File: src/rtl/core/ll2uv_pkg.sv
package ll2uv_pkg;

    localparam int FOLD_LAT  = 8;
    localparam int SER_STEPS = 7;
    localparam int STEP_LAT  = 5;
    localparam int SER_LAT   = SER_STEPS * STEP_LAT;
    localparam int FIN_LAT   = 4;
    localparam int TOTAL_LAT = FOLD_LAT + SER_LAT + FIN_LAT;

    // angles in degrees scaled by 2^23
    localparam logic [30:0] DEG_45  = 31'd377487360;
    localparam logic [30:0] DEG_90  = 31'd754974720;
    localparam logic [30:0] DEG_180 = 31'd1509949440;

    localparam logic [32:0] ONE_Q32 = 33'h1_0000_0000;

    typedef struct packed {
        logic neg;
        logic cneg;
        logic swap;
    } fold_flags_t;

endpackage

File: src/rtl/core/ll2uv_finish.sv
module ll2uv_finish
    import ll2uv_pkg::*;
#(
    parameter int OUT_FRAC_BITS = 30
) (
    input  logic        aclk,
    input  logic        en,
    input  logic [32:0] a,
    input  logic [32:0] b,
    input  logic        neg,
    output logic [31:0] res
);

    localparam int          SH      = 63 - OUT_FRAC_BITS;
    localparam logic [64:0] RND     = 65'(1) << (SH - 1);
    localparam logic [64:0] MAX_NEG = 65'(1) << 31;
    localparam logic [64:0] MAX_POS = MAX_NEG - 65'(1);

    logic [49:0] f1_pl_reg, f1_pl_next;
    logic [48:0] f1_ph_reg, f1_ph_next;
    logic        f1_neg_reg, f2_neg_reg, f3_neg_reg;
    logic [65:0] f2_t;
    logic [63:0] f2_p_reg, f2_p_next;
    logic [64:0] f3_m_reg, f3_m_next;
    logic [64:0] f4_mm;
    logic [31:0] f4_res_reg, f4_res_next;

    always_comb begin
        f1_pl_next = 50'(a[16:0]) * 50'(b);
        f1_ph_next = 49'(a[32:17]) * 49'(b);
        f2_t       = (66'(f1_ph_reg) << 17) + 66'(f1_pl_reg);
        f2_p_next  = f2_t[64:1];
        f3_m_next  = (65'(f2_p_reg) + RND) >> SH;
        if (f3_m_reg == '0) begin
            f4_mm       = '0;
            f4_res_next = '0;
        end else if (f3_neg_reg) begin
            f4_mm       = (f3_m_reg > MAX_NEG) ? MAX_NEG : f3_m_reg;
            f4_res_next = 32'(-f4_mm);
        end else begin
            f4_mm       = (f3_m_reg > MAX_POS) ? MAX_POS : f3_m_reg;
            f4_res_next = f4_mm[31:0];
        end
    end

    always_ff @(posedge aclk) begin
        if (en) begin
            f1_pl_reg  <= f1_pl_next;
            f1_ph_reg  <= f1_ph_next;
            f1_neg_reg <= neg;
            f2_p_reg   <= f2_p_next;
            f2_neg_reg <= f1_neg_reg;
            f3_m_reg   <= f3_m_next;
            f3_neg_reg <= f2_neg_reg;
            f4_res_reg <= f4_res_next;
        end
    end

    assign res = f4_res_reg;

endmodule
File: config.mk
export PLATFORM = sky130hd
export DESIGN_NAME = ll2uv_finish
export DESIGN_NICKNAME = d
export VERILOG_FILES = /design/src/rtl/core/ll2uv_pkg.sv /design/src/rtl/core/ll2uv_finish.sv
export SDC_FILE = /design/constraint.sdc
export NUM_CORES = 2
export LEC_CHECK = 0
export ABC_CLOCK_PERIOD_IN_PS = 13600
export BUFFER_PORTS_ARGS = -buffer_cell sky130_fd_sc_hd__clkbuf_2
export CAP_MARGIN = 20
export CORE_MARGIN = 1.5
export CORE_UTILIZATION = 45
export CTS_CLUSTER_SIZE = 16
export DETAILED_ROUTE_END_ITERATION = 10
export HOLD_SLACK_MARGIN = 0.1
export RECOVER_POWER = 50
export SYNTH_ARGS = -nofsm -noshare
export SYNTH_HDL_FRONTEND = slang
export SYNTH_SLANG_ARGS = --single-unit
File: constraint.sdc
create_clock -name aclk -period 13.6 [get_ports aclk]
set_input_delay 1.36 -clock aclk [delete_from_list [all_inputs] [get_ports aclk]]
set_output_delay 1.36 -clock aclk [all_outputs]
set_load 0.02 [all_outputs]
# Word-level counts from Yosys, hierarchy flattened

Index checks and enable logic that the tools add are counted.

Register bits: 229
Latch bits: 0
Bits in writable memories: 0
Bits in read-only memories: 0
Input port bits: 69
Output and inout port bits: 32
Word-level logic and storage cells: 19
Memories kept: 0

Add/sub/neg operators: 3
$mul: 2
Div/mod/pow operators: 0
Magnitude comparators: 2
Equality and inequality tests: 0
Shifts and indexed selects: 0
Muxes and demuxes: 3
Bitwise gates (word level): 0
Reductions and logical operators: 1

Operator list:

| kind                                                                   | number |
|---|---|
| 32-bit two-way mux                                                     | 3 |
| 64-bit by 33-bit adder with 65-bit output, second input constant       | 1 |
| 65-bit by 50-bit adder with 65-bit output                              | 1 |
| 65-bit zero test                                                       | 1 |
| 17-bit by 33-bit multiplier with 50-bit output                         | 1 |
| 16-bit by 33-bit multiplier with 48-bit output                         | 1 |
| 32-bit by 31-bit > comparator with 1-bit output, second input constant | 1 |
| 32-bit > comparator, second input constant                             | 1 |
| 32-bit negation                                                        | 1 |

# Longest topological paths before layout

Depth after elaboration: 4
Depth in mapped cells: 23
Mapped depth without buffers: 22

# Least setup slack after synthesis

No wires, ideal clock.

Path kind: in2reg
From: input a[24]
To: register f1_ph_reg[46], data pin
Setup time: 0.274 ns
Arrival: 6.932 ns
Required time: 13.326 ns
Path slack: 6.395 ns
Stages on the path: 22
Buffers on the path: 1
Cells stage by stage: clkbuf_1 -> nand2_1 -> fa_1 -> inv_1 -> fa_1 -> inv_1 -> fa_1 -> inv_1 -> fa_1 -> fa_1 -> inv_1 -> fa_1 -> inv_1 -> ha_1 -> a211oi_1 -> o21bai_1 -> a211o_1 -> a21oi_1 -> nor3_1 -> o31a_1 -> a2111oi_0 -> a211oi_1

Longest elaborated chain between the ends: 1

Ends and longest elaborated chain:

| element                                        | line               | source |
|---|---|---|
| start: declaration                             | ll2uv_finish.sv:8  | `input logic [32:0] a,` |
| 16-bit by 33-bit multiplier with 48-bit output | ll2uv_finish.sv:30 | `f1_ph_next = 49'(a[32:17]) * 49'(b);` |
| via f1_ph_next[46]                             | ll2uv_finish.sv:20 | `logic [48:0] f1_ph_reg, f1_ph_next;` |
| end signal: assignment                         | ll2uv_finish.sv:49 | `f1_ph_reg <= f1_ph_next;` |
| end: declaration                               | ll2uv_finish.sv:20 |  |

The timed path passes the listed nets, and every way through them passes these cells.
A chain may end at the register's enable or synchronous reset.

# Worst setup path in the final report

From: input b[18]
To: register f1_ph_reg[47], data pin

Longest elaborated chain between the ends: 1

Ends and longest elaborated chain:

| element                                        | line               | source |
|---|---|---|
| start: declaration                             | ll2uv_finish.sv:9  | `input logic [32:0] b,` |
| 16-bit by 33-bit multiplier with 48-bit output | ll2uv_finish.sv:30 |  |
| via f1_ph_next[47]                             | ll2uv_finish.sv:20 |  |

The timed path passes the listed nets, and every way through them passes these cells.

==> results.yml <==
status:
  status: "finished, violations left"
  violations: "max-capacitance violations, max-slew violations"
synth:
  synth_area_leader_cell: "fa_1"
  syn_inst: 4618
  synth_top_area_share_pct: 42.0
  synth_area_per_cell_um2: 9.22
  synth_area_leaders: "fa_1 (42%), edfxtp_1 (13%), inv_1 (8.5%), ha_1 (8.0%), nand2_1 (6.6%)"
  syn_area_um2: 42600
  synth_cell_types: 80
  yosysWarnings: 0
  seq_area_frac_synth_pct: 12.7
  synth-async-reset-ratio_pct: 0
  syn-num-nets: 5853
  yosys_most_used_dff: "edfxtp_1"
  synth-seq-cells: 180
  synth_edf_count: 180
die:
  start_util_pct: 45.5
  die_width_um: 311
  die_area_um2: 96400
  rows: 112
  coreArea_um2: 93500
  die_h_um: 311
  io-pin-count: 101
timing:
  fmax_ghz: 0.126
  drv_slew: 207
  rsz0062_at_grt: "no"
  fin_worst_skew_ns: 0.0121
  tightest_slew_ns: 4.06
  hold_viol_final: 0
  period_share_pct: 58.3
  finalSetupViolations: 0
  tns_ns: 0
  timing.final.crit_period_ns: 7.93
  maxSlewHeadroom_pct: -171
setup_path:
  critPathCaptureType: "register"
  startpoint: "b[18]"
  critPathMaxFanout: 34
  reg2reg_from: "f3_m_reg[31]"
  cp.required_ns: 13.78
  cp.arrival_ns: 8.11
  critPathLaunchType: "primary input"
  crit_type: "primary input to register"
detailed_routing:
  drt_first_pass_iters: 5
  drt_iter0_drc: 1971
  wl_mm: 108
  antenna_left: 0
  wl_per_cell_um: 18.6
  viasPerCell: 5.27
  vias: 30571
  drcViolationCount: 0
clock_tree:
  cts.root.buffer_cell: "clkbuf_16"
  cts_setup_buffers: 0
  cts_tree: "yes"
  cts-hold-fix-buffers: 0
  h-tree-depth: 4
  clk_pin_slew_ns: 0.06
  post_cts_resized: 0
  cts_buffers: 17
  clkLatencyLatePin_ns: 0.45
  clock_sinks: 180
  clockBufferDepth: 2
cells_and_area:
  multiInputGateArea_um2: 32600
  drive_above_1_share_pct: 3.28
  largest_reg_flops: 48
  nFillCells: 9032
  ff_latch_area_um2: 5410
  nNetsFinal: 5772
  synthToLayoutAreaGrowth_pct: 4.59
global_routing:
  grt_first_pass_wirelength_mm: 179
  grt_pass1_vias: 32706
  antenna_found_initial: 7
  grt_max_degree: 74
  grt_overflow: 0
  grt_usage_pct: 23.2
flow_run:
  maxCapViolations: 4
worst_hold_path:
  hold_start: "f1_neg_reg"
  holdCritPathClass: "register to register"
place:
  numPortBuffers: 100
  hpwl_mm: 82.7
  gp_congestion: 0.873
## path summary, 6_finish.rpt
path	to	slack, ns	cells past startpoint
worst max-delay path	f1_ph_reg[47]	5.67	22
worst min-delay path	f2_neg_reg	0.43	0
worst max register to register	res[28]	9.74	10
worst min register to register	f2_neg_reg	0.43	0
## layout by cell type, fill, tap and decap left out, types with 5 or more instances in the layout
cell / instances
inv_1: 964
fa_1: 893
nand2_1: 753
and2_1: 443
ha_1: 273
edfxtp_1: 180
a21oi_1: 150
xnor2_1: 96
nor2_1: 80
o21ai_0: 71
clkbuf_2: 66
nand3_1: 51
a21o_1: 49
xor2_1: 45
clkbuf_1: 38
and3_1: 31
buf_4: 31
o21bai_1: 29
nor3_1: 28
nand4_1: 22
a31oi_1: 22
clkbuf_16: 17
a211oi_1: 16
nand2b_1: 13
o211ai_1: 12
nor2b_1: 11
or4_1: 10
nor4_1: 9
a22oi_1: 9
o22ai_1: 8
a21boi_0: 7
o31ai_1: 7
o21a_1: 7
o22a_1: 6
and4_1: 5
## worst max-delay path: stages
cell	delay (ns)
clkbuf_2	0.58
and2_1	0.44
fa_1	0.54
inv_1	0.05
fa_1	0.46
fa_1	0.51
inv_1	0.05
fa_1	0.49
fa_1	0.50
inv_1	0.05
fa_1	0.47
inv_1	0.04
ha_1	0.42
nand4_1	0.24
nor3_1	0.24
a32oi_1	0.19
a2111oi_0	0.50
buf_4	0.20
o2111ai_1	0.16
a21oi_1	0.33
mux2i_1	0.22
nand4_1	0.09
## logic make-up (layout without fill, tap and decap cells)
group                      Yosys count  in the layout  share of synthesized area, %
other                                0              1                             0
xor gates and xnor gates           141            141                          2.90
buffers and inverters             1198           1129                          10.6
AOI/OAI and AO/OA                  453            453                          6.93
and+or+nand+nor                   1476           1476                          16.7
DFF                                180            180                          12.7
adders and majority gates         1166           1166                          50.0
muxes                                4              4                        0.0970
## cells in the mapped netlist, types with 8 or more instances
library cell / count
o21bai_1: 29
nor2b_1: 11
inv_1: 964
fa_1: 893
ha_1: 273
nand2b_1: 13
xnor2_1: 96
and3_1: 31
a21o_1: 49
a211oi_1: 16
o211ai_1: 12
o21ai_0: 71
nor3_1: 28
a21oi_1: 150
and2_1: 444
nand4_1: 22
xor2_1: 45
a31oi_1: 22
or4_1: 10
nand3_1: 51
clkbuf_1: 225
nor4_1: 9
edfxtp_1: 180
nand2_1: 753
a22oi_1: 9
nor2_1: 80
o22ai_1: 8
## layer usage
layer	up-vias	wire, µm	GRT usage (%)
met5	-	0	0
met4	0	1540	4.55
met3	105	5940	2.85
met2	817	52100	39.5
met1	15797	48700	32.0
li1	13852	-	-
## final cells by class
class | count | area share (%)
multi-input combinational | 3240 | 73.3
sequential | 180 | 12.1
inverter | 964 | 8.13
tap | 1254 | 3.52
timing repair buffer | 134 | 1.58
clock buffer | 18 | 0.964
clock inverter | 13 | 0.334
antenna | 1 | 0.00562
## through the flow
stage,util [%],hold WS [ns],setup WS [ns],instance area [µm²],std cells
2_1_floorplan,-,0.400,6.39,42600,4618
3_3_place_gp,47.1,0.408,5.25,44000,5772
3_5_place_dp,47.1,0.418,5.20,44000,5772
4_1_cts,47.7,0.426,5.71,44600,5803
5_1_grt,47.6,0.437,5.30,44500,5803
6_report,47.6,0.428,5.67,44500,5804
Power is not shown: default switching activity piles up to over one toggle a cycle in this logic, so the estimate is an artifact.
