[src/rtl/core/ll2uv_pkg.sv]
package ll2uv_pkg;

    localparam int FOLD_LAT  = 8;
    localparam int SER_STEPS = 7;
    localparam int STEP_LAT  = 5;
    localparam int SER_LAT   = SER_STEPS * STEP_LAT;
    localparam int FIN_LAT   = 4;
    localparam int TOTAL_LAT = FOLD_LAT + SER_LAT + FIN_LAT;

    // angles in degrees scaled by 2^23
    localparam logic [30:0] DEG_45  = 31'd377487360;
    localparam logic [30:0] DEG_90  = 31'd754974720;
    localparam logic [30:0] DEG_180 = 31'd1509949440;

    localparam logic [32:0] ONE_Q32 = 33'h1_0000_0000;

    typedef struct packed {
        logic neg;
        logic cneg;
        logic swap;
    } fold_flags_t;

endpackage

[src/rtl/core/ll2uv_fold.sv]
module ll2uv_fold
    import ll2uv_pkg::*;
#(
    parameter logic [30:0] LIMIT = 31'd1509949440
) (
    input  logic               aclk,
    input  logic               en,
    input  logic signed [31:0] angle,
    output logic        [31:0] x,
    output logic        [31:0] x2,
    output fold_flags_t        flags
);

    localparam logic signed [31:0] LIM_P    = $signed({1'b0, LIMIT});
    localparam logic [34:0]        PI_Q33   = 35'h6487ED511;
    localparam logic [17:0]        P_LO     = PI_Q33[17:0];
    localparam logic [16:0]        P_HI     = PI_Q33[34:18];
    localparam logic [64:0]        RAD_HALF = 65'(45) << 25;
    localparam logic [63:0]        M45_W    = (64'd1 << 38) / 64'd45;
    localparam logic [32:0]        M45      = M45_W[32:0];

    logic signed [31:0] a_c;
    logic        [30:0] s1_u_reg, s1_u_next;
    logic               s1_neg_reg, s1_neg_next;
    logic        [30:0] u_f;
    logic        [28:0] s2_u_reg, s2_u_next;
    fold_flags_t        fl_next;
    fold_flags_t        fl_reg [FOLD_LAT-1];
    logic        [46:0] s3_pl_reg, s3_pl_next;
    logic        [45:0] s3_ph_reg, s3_ph_next;
    logic        [64:0] s4_sum;
    logic        [37:0] s4_w_reg, s4_w_next;
    logic        [51:0] s5_ql_reg, s5_ql_next;
    logic        [51:0] s5_qh_reg, s5_qh_next;
    logic        [37:0] s5_w_reg;
    logic        [71:0] s6_t;
    logic        [32:0] s6_q0_reg, s6_q0_next;
    logic        [37:0] s6_w_reg;
    logic        [38:0] s7_r;
    logic        [31:0] s7_x_reg, s7_x_next;
    logic        [64:0] s8_sq;
    logic        [31:0] s8_x_reg;
    logic        [31:0] s8_x2_reg, s8_x2_next;

    always_comb begin
        if (angle > LIM_P) begin
            a_c = LIM_P;
        end else if (angle < -LIM_P) begin
            a_c = -LIM_P;
        end else begin
            a_c = angle;
        end
        s1_neg_next = a_c[31];
        s1_u_next   = a_c[31] ? 31'(-a_c) : a_c[30:0];
    end

    always_comb begin
        fl_next.neg = s1_neg_reg;
        if (s1_u_reg > DEG_90) begin
            u_f          = DEG_180 - s1_u_reg;
            fl_next.cneg = 1'b1;
        end else begin
            u_f          = s1_u_reg;
            fl_next.cneg = 1'b0;
        end
        fl_next.swap = u_f > DEG_45;
        s2_u_next    = 29'(fl_next.swap ? DEG_90 - u_f : u_f);
    end

    always_comb begin
        s3_pl_next = 47'(s2_u_reg) * 47'(P_LO);
        s3_ph_next = 46'(s2_u_reg) * 46'(P_HI);
        s4_sum     = (65'(s3_ph_reg) << 18) + 65'(s3_pl_reg) + RAD_HALF;
        s4_w_next  = s4_sum[63:26];
        s5_ql_next = 52'(s4_w_reg[18:0]) * 52'(M45);
        s5_qh_next = 52'(s4_w_reg[37:19]) * 52'(M45);
        s6_t       = (72'(s5_qh_reg) << 19) + 72'(s5_ql_reg);
        s6_q0_next = s6_t[70:38];
        s7_r       = 39'(s6_w_reg) - 39'(s6_q0_reg) * 39'(45);
        s7_x_next  = 32'(s6_q0_reg + 33'(s7_r >= 39'(45)));
        s8_sq      = 65'(64'(s7_x_reg) * 64'(s7_x_reg)) + (65'(1) << 31);
        s8_x2_next = s8_sq[63:32];
    end

    always_ff @(posedge aclk) begin
        if (en) begin
            s1_u_reg   <= s1_u_next;
            s1_neg_reg <= s1_neg_next;
            s2_u_reg   <= s2_u_next;
            fl_reg[0]  <= fl_next;
            for (int k = 1; k < FOLD_LAT - 1; k++) begin
                fl_reg[k] <= fl_reg[k-1];
            end
            s3_pl_reg  <= s3_pl_next;
            s3_ph_reg  <= s3_ph_next;
            s4_w_reg   <= s4_w_next;
            s5_ql_reg  <= s5_ql_next;
            s5_qh_reg  <= s5_qh_next;
            s5_w_reg   <= s4_w_reg;
            s6_q0_reg  <= s6_q0_next;
            s6_w_reg   <= s5_w_reg;
            s7_x_reg   <= s7_x_next;
            s8_x_reg   <= s7_x_reg;
            s8_x2_reg  <= s8_x2_next;
        end
    end

    assign x     = s8_x_reg;
    assign x2    = s8_x2_reg;
    assign flags = fl_reg[FOLD_LAT-2];

endmodule

[config.mk]
export PLATFORM = sky130hd
export DESIGN_NAME = ll2uv_fold
export DESIGN_NICKNAME = d
export VERILOG_FILES = /design/src/rtl/core/ll2uv_pkg.sv /design/src/rtl/core/ll2uv_fold.sv
export SDC_FILE = /design/constraint.sdc
export NUM_CORES = 2
export LEC_CHECK = 0
export BUFFER_PORTS_ARGS = -buffer_cell sky130_fd_sc_hd__buf_2
export CORE_ASPECT_RATIO = 1.5
export CORE_MARGIN = 8
export CORE_UTILIZATION = 55
export DETAILED_ROUTE_END_ITERATION = 8
export PLACE_DENSITY = 0.71
export SLEW_MARGIN = 20
export SYNTH_ARGS = -nofsm -noshare
export SYNTH_HDL_FRONTEND = slang
export SYNTH_SLANG_ARGS = --single-unit
[constraint.sdc]
create_clock -name aclk -period 11.14 [get_ports aclk]
set_input_delay 1.114 -clock aclk [delete_from_list [all_inputs] [get_ports aclk]]
set_output_delay 1.114 -clock aclk [all_outputs]
set_load 0.01 [all_outputs]
Word-level counts from Yosys, hierarchy flattened
Memories as Yosys holds them, arrays and structs flattened.
Index checks and enable logic that the tools add are counted.

storage, ports and cells
  flip-flop bits (word level) = 497
  bits in writable memories = 21
  output and inout bits = 67
  logic and storage cells = 43
  memories = 1

memories
  memory  words  width  rd ports  clocked after memory_dff  write ports  line              RTL
  fl_reg  7      3      7         0                         7            ll2uv_fold.sv:28  fold_flags_t fl_reg [FOLD_LAT-1];

operators by class
  add/sub/neg operators = 9
  multipliers = 6
  magnitude comparators = 5
  mux-type cells = 8

operator list
  operator                count
  $mul 19x31->50 const B  2
  $add 71x52->71          1
  $add 64x31->64 const B  1
  $add 64x32->64 const B  1
  $add 64x47->64          1
  $mul 32x32->64          1
  $mux 32                 2
  $mux 31                 2
  $mul 29x18->47 const B  1
  $mul 29x17->46 const B  1
  $ge 39x6->1 const B     1
  $mul 33x6->39 const B   1
  $sub 38x39->39          1
  $add 32x1->32           1
  $gt 32x32->1 const B    1
  $lt 32x32->1 const B    1
  $gt 31x29->1 const B    1
  $gt 31x30->1 const B    1
  $neg 31->31             1
  $sub 31x31->31 const A  1
  $mux 29                 1
  $sub 28x29->29 const A  1
  $mux 1                  3

Longest topological paths before layout
  depth in word-level cells = 5
  depth in mapped cells = 31

Worst setup path before layout
Ideal clock, no wire load.

  path type = flip-flop to flip-flop
  from = register s7_x_reg[4]
  to = register s8_x2_reg[31] (netlist: x2[31]), data pin
  setup time = 0.260 ns
  arrival = 7.530 ns
  required time = 10.880 ns
  slack = 3.350 ns
  cell stages (with the launch flop) = 27
  path buffers = 2
  cell sequence = edfxtp_1 clkbuf_1 clkbuf_1 nand2_1 fa_1 fa_1 inv_1 fa_1 inv_1 fa_1 inv_1 fa_1 fa_1 fa_1 fa_1 ha_1 a21o_1 a211o_1 nor4_1 o211ai_1 o2111ai_1 a31oi_1 o31ai_1 a21oi_1 a21o_1 a21oi_1 xnor2_1

between the ends
  cells in the longest elaborated chain, start to end = 2

ends and longest elaborated chain
  what                      line               RTL
  start: declaration        ll2uv_fold.sv:40   logic [31:0] s7_x_reg, s7_x_next;
  start signal: assignment  ll2uv_fold.sv:102  s7_x_reg <= s7_x_next;
  $mul 32x32->64            ll2uv_fold.sv:81   s8_sq = 65'(64'(s7_x_reg) * 64'(s7_x_reg)) + (65'(1) << 31);
  $add 64x32->64            ll2uv_fold.sv:81
  named net s8_sq[63]       ll2uv_fold.sv:41   logic [64:0] s8_sq;
  end signal: assignment    ll2uv_fold.sv:104  s8_x2_reg <= s8_x2_next;
  end: declaration          ll2uv_fold.sv:43   logic [31:0] s8_x2_reg, s8_x2_next;

The timed path passes the listed nets, and every way through them passes these cells.
A chain may end at the register's enable or synchronous reset.

Worst setup path in the final report
  from = register s7_x_reg[21]
  to = register s8_x2_reg[31] (netlist: x2[31]), data pin

Same word-level chain as after synthesis.

==> results by group <==
Status
  – Outcome: finished clean

Synthesis
  – Syn Inst Count: around 7700
  – Post-synthesis adder-cell area fraction: 0.523
  – Synth Register Bits: 480
  – Post-Syn Area: around 80000 sq um
  – Post-synthesis simple-gate area fraction: 0.0876
  – Mean Syn Cell Area: 10.4 sq um
  – Asr flop ratio synth: 0
  – Yosys cell types: ~110
  – Combinational family with the most area after synthesis: adder cells
  – XOR/XNOR Fraction of Synth Area: 0.0401
  – Number of enable flip-flop cells after synthesis: 480
  – Compound-gate portion of the synthesized area: 0.0643
  – Multiplexer share of the synthesized area: 0.000925
  – Syn Nets: ~10000
  – Yosys warning total: 0
  – Sequential cell area fraction in the yosys report: 0.181
  – Main synth FF type: edfxtp_1

Floorplan
  – DIE WIDTH: ~330 microns
  – Placement Rows: 171
  – Starting Density: 0.552
  – Core box area: around 140000 sq um
  – Ports: just over 100
  – Die area: between 150000 and 200000 sq um
  – Die Height: around 480 microns

Setup path
  – Worst setup EP type: flop
  – Data required time of the worst path: roughly 12 ns
  – CP max stage cell: edfxtp_1
  – Cell family with most CP delay: adder cells
  – Maximum cell stage delay along the critical path: a little over 0.9 ns
  – WS Path Type: reg -> reg
  – Crit-path most repeated cell: fa_1
  – CP max FO: 18
  – Worst Setup Start Kind: flop
  – Buf/Inv on CP: 4
  – CP Data Arrival Time: between 9 and 10 ns

STA
  – Crit path time final: about 9.3 ns
  – Fin Clk Skew: around 0.055 ns
  – Slew HR: 0.278
  – Final Setup Violations: 0
  – Setup slack after layout: 1.86 ns
  – Max Clock Freq: 0.108 GHz
  – Worst-Margin Slew: between 1 and 1.5 ns
  – Final setup TNS: 0 ns
  – Period utilization: 0.833
  – Max Slew Vio Count: 0
  – Final Hold Fails: 0
  – RSZ-0062 raised after global routing: false

Placed design
  – Dpl hpwl: between 150 and 200 mm
  – Gpl congestion: about 1
  – I/O Buffers: 100
  – DP Worst Slack: roughly 1.9 ns

Clocking
  – CTS Buf Count: 54
  – CTS resizes: 0
  – Setup Buffers After CTS: 0
  – CTS tree: built
  – Clock root buffer: clkbuf_16
  – Skew-Pair Late Insertion Delay: a little over 0.7 ns
  – Hold Buf Count CTS: 0
  – H-tree depth: 2
  – Max clock buf depth: 3
  – Clk sink count: 480
  – Worst-path clk slew: 0.06 ns

Drt
  – DRC: 0
  – Initial DRC Count: 2698
  – Via/cell ratio: between 5 and 6
  – Final WL: between 150 and 200 mm
  – Routed vias: around 53000
  – Initial DRT Pass Iterations: 6
  – ANT nets after route: 0
  – Post-DR wirelength/cell: a little over 20 microns

Layout
  – Share of cells above drive strength 1: 0.0401
  – Commonest non-fill, non-tap cell in the layout: inv_1
  – Area Growth Syn to Fin: 5.97%
  – Nets: roughly 10000
  – Filler instances: between 10000 and 15000
  – Max FFs per register: a little under 50
  – Commonest cells after routing, fill and taps aside: 2042 x inv_1, 1398 x fa_1, 1100 x ha_1

GRT
  – Largest net degree at the start of global routing: 165
  – GRT Util Overall: 0.256
  – Vias in the first global route: approximately 60000
  – First-pass GRT wire length: 315 mm
  – Grt total ovfl: 0
  – Initial antenna violation count: 3

Flow run
  – Max Cap Viol: 0

Min path
  – Worst min-delay path class: reg -> reg
metal layers:
layer | up-vias | routed length, microns | global-route usage
met5 | - | 11 | 0
met3 | 719 | 6950 | 0.0251
met4 | 2 | 17000 | 0.178
met2 | 1437 | 109000 | 0.498
li1 | 24443 | - | -
met1 | 26730 | 65700 | 0.251
worst paths after layout:
kind	depth (start not counted)	start	slack, ns	to
min reg2reg	0	s5_w_reg[9]	0.40	s6_w_reg[9]
max	25	s7_x_reg[21]	1.86	x2[31]
max reg2reg	25	s7_x_reg[21]	1.86	x2[31]
min	0	s5_w_reg[9]	0.40	s6_w_reg[9]
per-stage QoR:
step           cell area [sq um]  instances  hold WS (ns)   util
6_report                   84500       9738         0.398  0.585
5_1_grt                    84500       9736         0.416  0.585
4_1_cts                    84500       9726         0.402  0.585
3_5_place_dp               82600       9626         0.405  0.572
3_3_place_gp               82600       9626         0.400  0.572
2_1_floorplan              79800       7698         0.400      -
area by class of cell:
cell class / count / area [sq um] / area share
flip-flops and latches: 480 / 14400 / 0.170
inverters: 2046 / 7680 / 0.0908
multi-input cells: 5035 / 57100 / 0.676
clock inverters: 42 / 541 / 0.00639
well taps: 1903 / 2380 / 0.0282
diodes: 12 / 30.0 / 0.000355
repair buffers: 162 / 988 / 0.0117
clock buffers: 58 / 1370 / 0.0162
worst reg2reg max path: cells and delay by family (launching register included):
family / cells / cell delay, ns
XOR/XNOR: 1 / 0.09
AND/OR/NAND/NOR: 2 / 0.47
adder cells (fa/ha/maj): 9 / 4.16
buffers and inverters: 4 / 0.58
flip-flops: 1 / 0.91
AO/OA/AOI/OAI: 9 / 2.85
cells in the mapped netlist (13+ instances only):
cell type	number	share of area
inv_1	2042	0.096
fa_1	1398	0.35
ha_1	1100	0.17
edfxtp_1	480	0.18
nand2_1	422	0.020
nor2_1	289	0.014
xnor2_1	248	0.027
and2_1	226	0.018
a21oi_1	212	0.013
clkbuf_1	125	0.0059
o21ai_0	122	0.0077
xor2_1	112	0.012
a21o_1	101	0.0095
nor3_1	79	0.0050
nand3_1	76	0.0048
and3_1	60	0.0047
nand4_1	53	0.0042
o21a_1	44	0.0041
nand2b_1	41	0.0032
nor2b_1	41	0.0032
a31oi_1	38	0.0030
a211oi_1	32	0.0030
o21bai_1	30	0.0028
o31ai_1	24	0.0023
o211ai_1	18	0.0017
or3_1	17	0.0013
a21boi_0	16	0.0015
or2_2	13	0.0010
cell families after synthesis:
group | Yosys count
other cells | 1
compound gates | 769
xor+xnor | 363
buf+inv | 2183
fa+ha+maj | 2498
mux | 7
simple gates | 1397
flops | 480
Power is not shown: default switching activity piles up to over one toggle a cycle in this logic, so the estimate is an artifact.
